**src/rtl/pwk_pkg.sv**
```systemverilog
// Shared types and constants for the four-level page table walker.
// Used by pwk_front, pwk_fifo, pwk_back and page_table_walker_core; no dependencies.
package pwk_pkg;

	// Number of physical address bits held in a table entry (32..52).
	localparam int unsigned FRAME_BITS = 52;

	localparam logic [63:0] FRAME_MASK =
		((64'd1 << FRAME_BITS) - 64'd1) & ~64'h0000_0000_0000_0FFF;
	localparam logic [63:0] HUGE_OFFSET_MASK  = 64'h0000_0000_001F_FFFF;
	localparam logic [63:0] SMALL_OFFSET_MASK = 64'h0000_0000_0000_0FFF;
	localparam logic [63:0] KERN_BASE_RESET   = 64'hFFFF_8800_0000_0000;

	localparam int unsigned PRESENT_BIT = 0;
	localparam int unsigned HUGE_BIT    = 7;

	// Depth of the queue between the front and the back.
	localparam int unsigned QUEUE_DEPTH = 2;

	typedef enum logic {
		OP_START = 1'b0,
		OP_DATA  = 1'b1
	} op_t;

	typedef enum logic [1:0] {
		KIND_REQUEST = 2'd0,
		KIND_DONE    = 2'd1,
		KIND_IGNORED = 2'd2
	} kind_t;

	// Walk level: number of the entry that is read next, or idle.
	typedef enum logic [2:0] {
		LVL_IDLE = 3'd0,
		LVL_1    = 3'd1,
		LVL_2    = 3'd2,
		LVL_3    = 3'd3,
		LVL_4    = 3'd4
	} level_t;

	// One classified request handed from the front to the back.
	typedef struct packed {
		kind_t       kind;
		logic        use_kern;
		logic [63:0] operand;
		logic [11:0] offset;
	} walk_op_t;

	typedef struct packed {
		logic full;
		logic empty;
	} queue_status_t;

endpackage

```
**src/rtl/pwk_front.sv**
```systemverilog
// Front end of the page table walker: accepts requests, tracks the walk level
// and classifies each request into a walk_op_t. Depends on pwk_pkg.
module pwk_front (
	input  logic               clk,
	input  logic               arst_n,
	input  logic               in_valid,
	output logic               in_ready,
	input  logic               operation,
	input  logic [63:0]        virtual_address,
	input  logic [63:0]        table_base,
	input  logic [63:0]        read_data,
	output logic               push_valid,
	output pwk_pkg::walk_op_t  push_op,
	input  logic               queue_full
);

	pwk_pkg::level_t level_q;
	pwk_pkg::level_t level_next;
	logic [63:0]     saved_va_q;
	logic [63:0]     va_src;
	logic [8:0]      index;
	logic [63:0]     frame;
	logic            is_huge;
	logic            accept;

	assign in_ready   = !queue_full;
	assign accept     = in_valid && in_ready;
	assign push_valid = accept;

	assign va_src  = (pwk_pkg::op_t'(operation) == pwk_pkg::OP_START) ?
		virtual_address : saved_va_q;
	assign frame   = read_data & pwk_pkg::FRAME_MASK;
	assign is_huge = read_data[pwk_pkg::PRESENT_BIT] && read_data[pwk_pkg::HUGE_BIT];

	// Index of the entry read next, taken from the virtual address.
	always_comb begin
		index = va_src[47:39];
		if (pwk_pkg::op_t'(operation) == pwk_pkg::OP_DATA) begin
			unique case (level_q)
				pwk_pkg::LVL_1: index = va_src[38:30];
				pwk_pkg::LVL_2: index = va_src[29:21];
				pwk_pkg::LVL_3: index = va_src[20:12];
				default:        index = va_src[47:39];
			endcase
		end
	end

	// Next level.
	always_comb begin
		level_next = level_q;
		if (pwk_pkg::op_t'(operation) == pwk_pkg::OP_START) begin
			level_next = pwk_pkg::LVL_1;
		end else begin
			unique case (level_q)
				pwk_pkg::LVL_1: level_next = pwk_pkg::LVL_2;
				pwk_pkg::LVL_2: level_next = pwk_pkg::LVL_3;
				pwk_pkg::LVL_3: level_next = is_huge ? pwk_pkg::LVL_IDLE : pwk_pkg::LVL_4;
				default:        level_next = pwk_pkg::LVL_IDLE;
			endcase
		end
	end

	// Classified request.
	always_comb begin
		push_op.kind     = pwk_pkg::KIND_REQUEST;
		push_op.use_kern = 1'b1;
		push_op.operand  = frame | {52'd0, index, 3'd0};
		push_op.offset   = 12'd0;
		if (pwk_pkg::op_t'(operation) == pwk_pkg::OP_START) begin
			push_op.use_kern = 1'b0;
			push_op.operand  = table_base;
			push_op.offset   = {index, 3'd0};
		end else begin
			unique case (level_q)
				pwk_pkg::LVL_1, pwk_pkg::LVL_2: begin
				end
				pwk_pkg::LVL_3: begin
					if (is_huge) begin
						push_op.kind     = pwk_pkg::KIND_DONE;
						push_op.use_kern = 1'b0;
						push_op.operand  = (frame & ~pwk_pkg::HUGE_OFFSET_MASK) |
							(va_src & pwk_pkg::HUGE_OFFSET_MASK);
					end
				end
				pwk_pkg::LVL_4: begin
					push_op.kind     = pwk_pkg::KIND_DONE;
					push_op.use_kern = 1'b0;
					push_op.operand  = frame | (va_src & pwk_pkg::SMALL_OFFSET_MASK);
				end
				default: begin
					push_op.kind     = pwk_pkg::KIND_IGNORED;
					push_op.use_kern = 1'b0;
					push_op.operand  = 64'd0;
				end
			endcase
		end
	end

	always_ff @(posedge clk or negedge arst_n) begin
		if (!arst_n) begin
			level_q    <= pwk_pkg::LVL_IDLE;
			saved_va_q <= 64'd0;
		end else if (accept) begin
			level_q <= level_next;
			if (pwk_pkg::op_t'(operation) == pwk_pkg::OP_START) begin
				saved_va_q <= virtual_address;
			end
		end
	end

endmodule

```
**src/rtl/pwk_fifo.sv**
```systemverilog
// Short queue of classified walk requests between the front and the back.
// Depends on pwk_pkg for walk_op_t, queue_status_t and QUEUE_DEPTH.
module pwk_fifo (
	input  logic                   clk,
	input  logic                   arst_n,
	input  logic                   push_valid,
	input  pwk_pkg::walk_op_t      push_op,
	output logic                   pop_valid,
	input  logic                   pop_ready,
	output pwk_pkg::walk_op_t      pop_op,
	output pwk_pkg::queue_status_t status
);

	localparam int unsigned PTR_W = (pwk_pkg::QUEUE_DEPTH > 1) ?
		$clog2(pwk_pkg::QUEUE_DEPTH) : 1;
	localparam int unsigned CNT_W = $clog2(pwk_pkg::QUEUE_DEPTH + 1);
	localparam logic [PTR_W-1:0] LAST_PTR = PTR_W'(pwk_pkg::QUEUE_DEPTH - 1);
	localparam logic [CNT_W-1:0] FULL_CNT = CNT_W'(pwk_pkg::QUEUE_DEPTH);

	pwk_pkg::walk_op_t entries_q [pwk_pkg::QUEUE_DEPTH];
	logic [PTR_W-1:0]  wr_ptr_q;
	logic [PTR_W-1:0]  rd_ptr_q;
	logic [CNT_W-1:0]  count_q;
	logic              do_push;
	logic              do_pop;

	assign status.full  = (count_q == FULL_CNT);
	assign status.empty = (count_q == '0);
	assign pop_valid    = !status.empty;
	assign pop_op       = entries_q[rd_ptr_q];
	assign do_push      = push_valid && !status.full;
	assign do_pop       = pop_valid && pop_ready;

	always_ff @(posedge clk) begin
		if (do_push) begin
			entries_q[wr_ptr_q] <= push_op;
		end
	end

	always_ff @(posedge clk or negedge arst_n) begin
		if (!arst_n) begin
			wr_ptr_q <= '0;
			rd_ptr_q <= '0;
			count_q  <= '0;
		end else begin
			if (do_push) begin
				wr_ptr_q <= (wr_ptr_q == LAST_PTR) ? '0 : wr_ptr_q + PTR_W'(1);
			end
			if (do_pop) begin
				rd_ptr_q <= (rd_ptr_q == LAST_PTR) ? '0 : rd_ptr_q + PTR_W'(1);
			end
			if (do_push && !do_pop) begin
				count_q <= count_q + CNT_W'(1);
			end else if (do_pop && !do_push) begin
				count_q <= count_q - CNT_W'(1);
			end
		end
	end

endmodule

```
**src/rtl/pwk_back.sv**
```systemverilog
// Back end of the page table walker: holds kern_base, forms the final address
// sum and drives the registered result channel. Depends on pwk_pkg.
module pwk_back (
	input  logic              clk,
	input  logic              arst_n,
	input  logic              cfg_we,
	input  logic [63:0]       cfg_wdata,
	input  logic              pop_valid,
	output logic              pop_ready,
	input  pwk_pkg::walk_op_t pop_op,
	output logic              out_valid,
	input  logic              out_ready,
	output logic [1:0]        kind,
	output logic [63:0]       request_address,
	output logic [63:0]       physical_address
);

	logic [63:0] kern_base_q;
	logic [63:0] addend;
	logic [63:0] sum;
	logic        out_valid_q;
	logic [1:0]  kind_q;
	logic [63:0] request_address_q;
	logic [63:0] physical_address_q;

	assign pop_ready = !out_valid_q || out_ready;

	assign addend = pop_op.use_kern ? kern_base_q : {52'd0, pop_op.offset};
	assign sum    = pop_op.operand + addend;

	always_ff @(posedge clk or negedge arst_n) begin
		if (!arst_n) begin
			kern_base_q <= pwk_pkg::KERN_BASE_RESET;
		end else if (cfg_we) begin
			kern_base_q <= cfg_wdata;
		end
	end

	always_ff @(posedge clk or negedge arst_n) begin
		if (!arst_n) begin
			out_valid_q <= 1'b0;
		end else if (pop_ready) begin
			out_valid_q <= pop_valid;
		end
	end

	always_ff @(posedge clk) begin
		if (pop_valid && pop_ready) begin
			kind_q             <= pop_op.kind;
			request_address_q  <= (pop_op.kind == pwk_pkg::KIND_REQUEST) ? sum : 64'd0;
			physical_address_q <= (pop_op.kind == pwk_pkg::KIND_DONE) ? pop_op.operand : 64'd0;
		end
	end

	assign out_valid        = out_valid_q;
	assign kind             = kind_q;
	assign request_address  = request_address_q;
	assign physical_address = physical_address_q;

endmodule

```
**src/rtl/page_table_walker_core.sv**
```systemverilog
// Top level of the four-level page table walker: front end, request queue and
// back end. Depends on pwk_pkg, pwk_front, pwk_fifo and pwk_back.
//
// Channel   Direction  Handshake              Payload
// in        input      in_valid / in_ready    operation, virtual_address, table_base, read_data
// out       output     out_valid / out_ready  kind, request_address, physical_address
// cfg       input      cfg_we                 cfg_wdata (kern_base)
//
// A request's result reaches the output register by way of the queue: the queue
// takes the classified request at acceptance and the address adder feeds the
// output register when the entry is popped. A request can be accepted every cycle;
// in_ready drops only when the two-entry queue is full behind a stalled output.
// Reset is asynchronous and active low; it returns the walker to idle and
// restores kern_base to the kernel direct-map base.
module page_table_walker_core (
	input  logic        clk,
	input  logic        arst_n,
	// Configuration: kern_base.
	input  logic        cfg_we,
	input  logic [63:0] cfg_wdata,
	// Input requests: walk starts and returned table entries.
	input  logic        in_valid,
	output logic        in_ready,
	input  logic        operation,
	input  logic [63:0] virtual_address,
	input  logic [63:0] table_base,
	input  logic [63:0] read_data,
	// Results: entry read requests, translations and ignored data.
	output logic        out_valid,
	input  logic        out_ready,
	output logic [1:0]  kind,
	output logic [63:0] request_address,
	output logic [63:0] physical_address
);

	pwk_pkg::walk_op_t      push_op;
	pwk_pkg::walk_op_t      pop_op;
	pwk_pkg::queue_status_t queue_status;
	logic                   push_valid;
	logic                   pop_valid;
	logic                   pop_ready;

	// The front end owns the walk level and the saved virtual address, so the
	// classification of every request is settled at acceptance. It also
	// prepares the operands so that only one 64-bit add remains for the back.
	pwk_front u_front (
		.clk             (clk),
		.arst_n          (arst_n),
		.in_valid        (in_valid),
		.in_ready        (in_ready),
		.operation       (operation),
		.virtual_address (virtual_address),
		.table_base      (table_base),
		.read_data       (read_data),
		.push_valid      (push_valid),
		.push_op         (push_op),
		.queue_full      (queue_status.full)
	);

	pwk_fifo u_fifo (
		.clk        (clk),
		.arst_n     (arst_n),
		.push_valid (push_valid),
		.push_op    (push_op),
		.pop_valid  (pop_valid),
		.pop_ready  (pop_ready),
		.pop_op     (pop_op),
		.status     (queue_status)
	);

	// The back end adds either kern_base (table frame) or the scaled index
	// (start of a walk) and registers the result for the output channel.
	pwk_back u_back (
		.clk              (clk),
		.arst_n           (arst_n),
		.cfg_we           (cfg_we),
		.cfg_wdata        (cfg_wdata),
		.pop_valid        (pop_valid),
		.pop_ready        (pop_ready),
		.pop_op           (pop_op),
		.out_valid        (out_valid),
		.out_ready        (out_ready),
		.kind             (kind),
		.request_address  (request_address),
		.physical_address (physical_address)
	);

	// The queue is never reported full and empty at once.
	assert property (@(posedge clk) disable iff (!arst_n)
		!(queue_status.full && queue_status.empty))
		else $error("queue reports full and empty together");

	// A request accepted into an empty queue with a free output shows up next cycle.
	assert property (@(posedge clk) disable iff (!arst_n)
		(in_valid && in_ready && queue_status.empty && (!out_valid || out_ready))
		|=> pop_valid)
		else $error("accepted request did not reach the queue");

	// Address fields not belonging to the result kind are zero.
	assert property (@(posedge clk) disable iff (!arst_n)
		(out_valid && kind == pwk_pkg::KIND_REQUEST) |-> (physical_address == 64'd0))
		else $error("read request carries a physical address");

	assert property (@(posedge clk) disable iff (!arst_n)
		(out_valid && kind == pwk_pkg::KIND_IGNORED) |->
		(request_address == 64'd0 && physical_address == 64'd0))
		else $error("ignored data carries an address");

	// Only the three defined result kinds leave the block.
	assert property (@(posedge clk) disable iff (!arst_n)
		out_valid |-> (kind == pwk_pkg::KIND_REQUEST || kind == pwk_pkg::KIND_DONE ||
		kind == pwk_pkg::KIND_IGNORED))
		else $error("undefined result kind");

endmodule
```
**config.mk**
```make
export PLATFORM = sky130hd
export DESIGN_NAME = page_table_walker_core
export DESIGN_NICKNAME = d
export VERILOG_FILES = /design/src/rtl/pwk_pkg.sv /design/src/rtl/pwk_front.sv /design/src/rtl/pwk_fifo.sv /design/src/rtl/pwk_back.sv /design/src/rtl/page_table_walker_core.sv
export SDC_FILE = /design/constraint.sdc
export NUM_CORES = 1
export LEC_CHECK = 0
export ABC_AREA = 1
export BUFFER_PORTS_ARGS = -buffer_cell sky130_fd_sc_hd__buf_2
export CAP_MARGIN = 20
export CORE_MARGIN = 8
export CORE_UTILIZATION = 45
export DETAILED_ROUTE_END_ITERATION = 16
export PLACE_DENSITY = 0.64
export RECOVER_POWER = 50
export SYNTH_ARGS = -nofsm -noshare
export SYNTH_HDL_FRONTEND = slang
export SYNTH_SLANG_ARGS = --single-unit
```
**constraint.sdc**
```tcl
create_clock -name clk -period 9.7 [get_ports clk]
set_input_delay 0.97 -clock clk [delete_from_list [all_inputs] [get_ports clk]]
set_output_delay 0.97 -clock clk [all_outputs]
set_load 0.01 [all_outputs]
```
==> results of run 1 <==
[final cells by class]
class / instances / share of cell area
Antenna cell: 4 / 0.000387
Clock buffer: 57 / 0.0444
Clock inverter: 18 / 0.0101
Inverter: 505 / 0.0733
Multi-Input combinational cell: 1859 / 0.335
Sequential cell: 394 / 0.437
Tap cell: 664 / 0.0321
Timing Repair Buffer: 371 / 0.0682
[flip-flops by register name, summed over array words and instances, names as in the netlist]
register                 count
u_back.kind                  2
u_front.level_q              3
u_back.physical_address     64
u_back.kern_base_q          64
u_fifo.count_q               2
u_fifo.wr_ptr_q              1
u_back.request_address      64
u_fifo.rd_ptr_q              1
u_front.saved_va_q          40
u_fifo.entries_q           152
u_back.out_valid             1
[cells in the final DEF, fill, tap and decap left out, types with 20 or more instances in the layout]
| cell | count |
|---|---|
| nor2_1 | 309 |
| o21ai_0 | 215 |
| ha_1 | 64 |
| a31oi_1 | 20 |
| nand2_1 | 888 |
| nand3_1 | 105 |
| clkbuf_16 | 43 |
| clkbuf_1 | 151 |
| a21oi_1 | 100 |
| buf_2 | 220 |
| inv_1 | 499 |
| dfrtp_1 | 93 |
| edfxtp_1 | 282 |
| or2_2 | 66 |
[worst register-to-register path: cells and delay by family (launching register included)]
kind	cells	cell delay, ns
AOI/OAI and AO/OA	1	0.10
and+or+nand+nor	1	0.06
buffers and inverters	3	3.91
DFF	1	0.39
[worst max-delay path by stage]
| stage | from | to |
|---|---|---|
| global placement | u_fifo.rd_ptr_q | u_back.request_address[40] |
| floorplan | out_ready | u_fifo.count_q[1] |
| detailed placement | u_fifo.rd_ptr_q | u_back.request_address[62] |
| finish | out_ready | u_back.request_address[33] |
| global route | cfg_we | u_back.kern_base_q[38] |
| CTS | u_fifo.rd_ptr_q | u_back.request_address[62] |
[per-layer routing]
metal	part of all wire	GRT usage	vias to the layer above	routed length, um
met4	0.015	0.0450	2	1020
met1	0.47	0.338	8940	32200
li1	-	-	9608	-
met3	0.061	0.0370	67	4210
met5	0.00019	0	-	13
met2	0.45	0.377	617	31200
[stage by stage]
stage,total power (uW),utilization,setup slack [ns],hold slack [ns]
2_1_floorplan,5770,-,0.907,0.446
3_3_place_gp,7270,0.503,4.95,0.459
3_5_place_dp,7320,0.503,5.15,0.470
4_1_cts,9000,0.532,5.15,0.422
5_1_grt,9620,0.530,4.34,0.498
6_report,8940,0.530,4.71,0.483
[cells by family after synthesis]
family / count (synthesis) / share of synthesized area
AND/OR/NAND/NOR: 1415 / 0.258
adder cells (fa/ha/maj): 65 / 0.0370
AO/OA/AOI/OAI: 361 / 0.0852
XOR/XNOR: 5 / 0.00197
buffers and inverters: 589 / 0.102
multiplexers: 13 / 0.00654
flip-flops: 394 / 0.509
[power by group]
part	switching, uW	internal [uW]
sequential	189	2600
combinational	3240	1260
clock	658	993
total	4080	4860
==> flow_metrics.py, run 1 <==
metrics = {
    "worst_setup_path": {
        "crit_buf_inv": 3,
        "worstPathRequired_ns": 9.89,
        "worst_ep_arrival_time_ns": 5.17,
        "worstSetupPathType": "primary input to flip-flop",
        "cp_max_fo": 67,
        "cp-end-kind": "flip-flop",
        "path_depth": 5,
        "path_delay_family": "buffers and inverters",
        "r2r-end": "u_back.request_address[33]",
        "rrSetupSlack_ns": 4.78,
        "critPathSlowestCell": "clkbuf_1",
        "start_kind": "primary input",
        "cpMostUsedCell": "clkbuf_1",
        "reg2reg_depth": 5,
        "crit_chain": "clkbuf_1, nor2_1, a21oi_4, clkbuf_1, buf_4",
        "worstReg2RegStart": "u_back.out_valid",
        "max_stage_delay_ns": 2.80,
    },
    "drt": {
        "drc": 0,
        "drtIter0Drc": 1521,
        "detail_route.wl_per_cell_um": 17.7,
        "vias_per_cell": 4.97,
        "ant_nets": 0,
        "totalWireLength_mm": 68.6,
        "route.vias.total": 19200,
        "drt_pass1_iterations": 6,
    },
    "global_routing": {
        "antenna_found_initial": 4,
        "grt_pass1_vias": 18600,
        "gr-usage-all-layers": 0.235,
        "gr-total-overflow": 0,
        "grt_pass1_wl_mm": 104,
        "grt_start_max_net_pins": 120,
    },
    "synth": {
        "ys_seq_area_frac": 0.509,
        "ys_seq_elements": 394,
        "synth_area_leaders": "edfxtp_1 38%, nand2_1 15%, dfrtp_1 11%",
        "yosysTopAreaCellShare": 0.382,
        "synthDistinctLibCells": 42,
        "synth_edf_count": 282,
        "synthCells": 2842,
        "ys.flop_type": "edfxtp_1",
        "syn-cell-area_mm2": 0.0222,
        "async_reset_ff_frac": 0.284,
        "syn_avg_cell_area_um2": 7.81,
        "yosysWarnings": 0,
        "synth_area_leader_cell": "edfxtp_1",
        "synth_nets": 3169,
        "synth_common_cells": "889 x nand2_1, 498 x inv_1, 311 x nor2_1",
        "synth.most_common_cell": "nand2_1",
    },
    "final_layout": {
        "area_delta_synth_final_pct": 16.6,
        "nets": 3499,
        "layout-drive-gt1-share": 0.127,
        "fill_cells": 4889,
        "final-seq-area_mm2": 0.0113,
        "fin_cells": 3872,
        "multiInputGateArea_mm2": 0.00867,
        "finalInstanceArea_mm2": 0.0259,
    },
    "placement": {
        "dp.cells": 3790,
        "hpwlAfterDp_mm": 53.4,
        "gp_congestion": 0.942,
        "place_area_mm2": 0.0246,
        "portBuffers": 355,
    },
    "clock_tree": {
        "cts_tree": "yes",
        "ctsLongestPathBuffers": 3,
        "cts.sinks": 394,
        "cts-hold-fix-buffers": 0,
        "htreeDepth": 2,
        "cts_setup_buffers": 0,
        "cts.repair.resized": 0,
        "cts_root_buf": "clkbuf_16",
        "clock_latency_ns": 0.57,
        "cts.reportedPaths.clkPinSlew_ns": 0.06,
        "cts_buffers": 41,
    },
    "timing": {
        "period_needed_ns": 4.99,
        "drv_slew": 374,
        "max_freq_ghz": 0.201,
        "tightest_slew_ns": 4.02,
        "period_share": 0.514,
        "setup_tns_ns": 0,
        "skew_ns": 0.0278,
        "relSlewSlack": -1.68,
        "hold_viol": 0,
        "setup_viol_count_final": 0,
        "rsz0062_at_grt": "false",
    },
    "floorplan": {
        "die_x_um": 238,
        "die_height_um": 238,
        "rows": 81,
        "core_area_mm2": 0.0488,
        "dieArea_mm2": 0.0567,
        "start_util": 0.454,
        "ios": 394,
    },
    "power_and_ir_drop": {
        "p_leak_uw": 0.0127,
        "vdd_drop_max_mv": 0.224,
        "power.density_mw_per_mm2": 345,
    },
    "run_status": {
        "outcome": "finished, violations left",
        "violations": "max-capacitance violations, max-slew violations",
    },
    "hold_path": {
        "min_from": "u_front.saved_va_q[15]",
        "whs_endpoint": "u_front.saved_va_q[15]",
        "whs_path_depth": 2,
        "hp-class": "flip-flop to flip-flop",
    },
    "run": {
        "drv_cap": 6,
    },
}
Power figures use the tool's default switching activity.
==> run 2, diff against run 1 <==
==> constraint.sdc (replaced) <==
create_clock -name clk -period 4.6 [get_ports clk]
set_input_delay 0.46 -clock clk [delete_from_list [all_inputs] [get_ports clk]]
set_output_delay 0.46 -clock clk [all_outputs]
set_load 0.01 [all_outputs]
==> flow_metrics.py, run 2 (synthesis results as in run 1) <==
metrics = {
    "timing": {
        "setup_ws_ns": 0.674,
        "drv_slew": 232,
        "setup_viol_count_final": 0,
        "period_needed_ns": 3.93,
        "hold_viol": 0,
        "max_freq_ghz": 0.255,
        "skew_ns": 0.0153,
        "relSlewSlack": -1.35,
        "period_share": 0.854,
        "tightest_slew_ns": 3.53,
        "rsz0062_at_grt": "false",
        "setup_tns_ns": 0,
    },
    "run_status": {
        "outcome": "finished, violations left",
        "violations": "max-capacitance violations, max-slew violations",
    },
    "placement": {
        "portBuffers": 355,
        "dp_slack_ns": 0.964,
        "gp_congestion": 0.936,
        "hpwlAfterDp_mm": 53.5,
        "dp.cells": 3792,
    },
    "worst_setup_path": {
        "path_delay_family": "simple AND/OR/NAND/NOR gates",
        "cp_max_fo": 43,
        "crit_chain": "inv_1, buf_12, or2_2, o21ai_0, inv_1, ha_1, nand2_1, nor2_2, inv_1, nor3_2, nand3_1, nand4_1, nand2_1, nor2_1",
        "rrSetupSlack_ns": 0.67,
        "worstPathRequired_ns": 4.92,
        "crit_start": "u_fifo.rd_ptr_q",
        "critPathCapture": "u_back.request_address[47]",
        "reg2reg_depth": 14,
        "path_depth": 14,
        "cpMostUsedCell": "inv_1",
        "max_stage_delay_ns": 0.51,
        "worst_ep_arrival_time_ns": 4.25,
        "r2r-end": "u_back.request_address[47]",
        "cp-end-kind": "flip-flop",
        "worstReg2RegStart": "u_fifo.rd_ptr_q",
        "critPathSlowestCell": "ha_1",
        "crit_buf_inv": 4,
        "worstSetupPathType": "flip-flop to flip-flop",
        "start_kind": "flip-flop",
    },
    "power_and_ir_drop": {
        "power_frac_seq": 0.313,
        "p_leak_uw": 0.0128,
        "combPwrFrac": 0.502,
        "vdd_drop_max_mv": 0.686,
        "clkPwrFrac": 0.185,
        "swShare": 0.456,
        "power.density_mw_per_mm2": 729,
        "switchingPower_uw": 8630,
        "p_int_uw": 10300,
    },
    "drt": {
        "drtIter0Drc": 1697,
        "vias_per_cell": 4.97,
        "drc": 0,
        "ant_nets": 0,
        "drt_pass1_iterations": 5,
        "route.vias.total": 19300,
        "detail_route.wl_per_cell_um": 17.7,
        "totalWireLength_mm": 68.7,
    },
    "final_layout": {
        "final_cell_mix": "888 x nand2_1, 498 x inv_1, 309 x nor2_1",
        "layout-drive-gt1-share": 0.128,
        "area_delta_synth_final_pct": 16.9,
        "nets": 3502,
        "top_register": "u_fifo.entries_q",
        "final_common_cell": "nand2_1",
        "final_util": 0.531,
        "largest_reg_flops": 152,
        "fin_cells": 3875,
        "fill_cells": 4854,
    },
    "floorplan": {
        "die_x_um": 238,
        "core_area_mm2": 0.0488,
        "start_util": 0.454,
        "ios": 394,
        "rows": 81,
        "die_height_um": 238,
        "dieArea_mm2": 0.0567,
    },
    "hold_path": {
        "hp-class": "primary input to flip-flop",
    },
    "global_routing": {
        "grt_pass1_vias": 18700,
        "grt_start_max_net_pins": 132,
        "gr-usage-all-layers": 0.237,
        "gr-total-overflow": 0,
        "grt_pass1_wl_mm": 105,
        "antenna_found_initial": 2,
    },
    "clock_tree": {
        "cts.repair.resized": 0,
        "cts_root_buf": "clkbuf_16",
        "ctsLongestPathBuffers": 3,
        "cts_buffers": 42,
        "cts_setup_buffers": 0,
        "cts.reportedPaths.clkPinSlew_ns": 0.06,
        "clock_latency_ns": 0.57,
        "cts_tree": "yes",
        "cts.sinks": 394,
        "htreeDepth": 2,
    },
    "run": {
        "drv_cap": 3,
    },
}
run 2: changes by cell type in the layout (fill, tap and decap cells not counted), sizes merged:
cell,previous run,this run
clkbuf,196,190
clkinvlp,1,4
clkinv,9,13
inv,507,506
bufinv,6,7
diode,4,2
dlygate4sd3,0,1
buf,232,235
run 2: power groups by stage:
stage | combinational (uW) | sequential [uW] | clock (uW)
floorplan | 5910 | 6150 | 0
global placement | 9490 | 5880 | 0
detailed placement | 9550 | 5900 | 0
CTS | 9610 | 5850 | 3560
global route | 10600 | 6030 | 3710
finish | 9490 | 5910 | 3500
run 2: layout make-up:
| type | count | area, um^2 | area share |
|---|---|---|---|
| flip-flops and latches | 394 | 11300 | 0.435 |
| repair buffers | 373 | 1830 | 0.0705 |
| multi-input cells | 1859 | 8660 | 0.334 |
| diodes | 2 | 5.00 | 0.000193 |
| well taps | 664 | 831 | 0.0320 |
| clock buffers | 53 | 1090 | 0.0421 |
| inverters | 505 | 1900 | 0.0731 |
| clock inverters | 25 | 338 | 0.0130 |
run 2: worst min path at each step:
stage | endpoint | slack, ns | depth (start not counted) | startpoint
floorplan | u_back.kern_base_q[0] | 0.16 | 0 | arst_n
global placement | u_fifo.count_q[0] | 0.46 | 1 | u_fifo.count_q[0]
detailed placement | u_front.saved_va_q[20] | 0.47 | 2 | u_front.saved_va_q[20]
CTS | u_back.out_valid | 0.07 | 2 | out_ready
global route | u_back.kern_base_q[55] | 0.09 | 3 | cfg_wdata[55]
finish | u_back.out_valid | 0.1 | 2 | out_ready
run 2: what timing repair did:
| action | in CTS | in global routing |
|---|---|---|
| setup endpoints to repair | 0 | 0 |
| endpoints found under the hold margin | 0 | 9 |
| hold buffers | 0 | 1 |
run 2: routing by layer:
layer | vias to the layer above | routed length, um | global-route usage
met2 | 614 | 30800 | 0.369
met4 | 0 | 1460 | 0.0631
met1 | 8974 | 31900 | 0.341
met3 | 73 | 4490 | 0.0377
met5 | - | 0 | 0
li1 | 9606 | - | -
run 2: metrics by stage:
step	power [uW]	area, um^2	hold WS (ns)
5_1_grt	20400	25900	0.0868
3_5_place_dp	15500	24600	0.471
3_3_place_gp	15400	24600	0.460
6_report	18900	25900	0.0952
4_1_cts	19000	26100	0.0694
2_1_floorplan	12100	22200	0.164
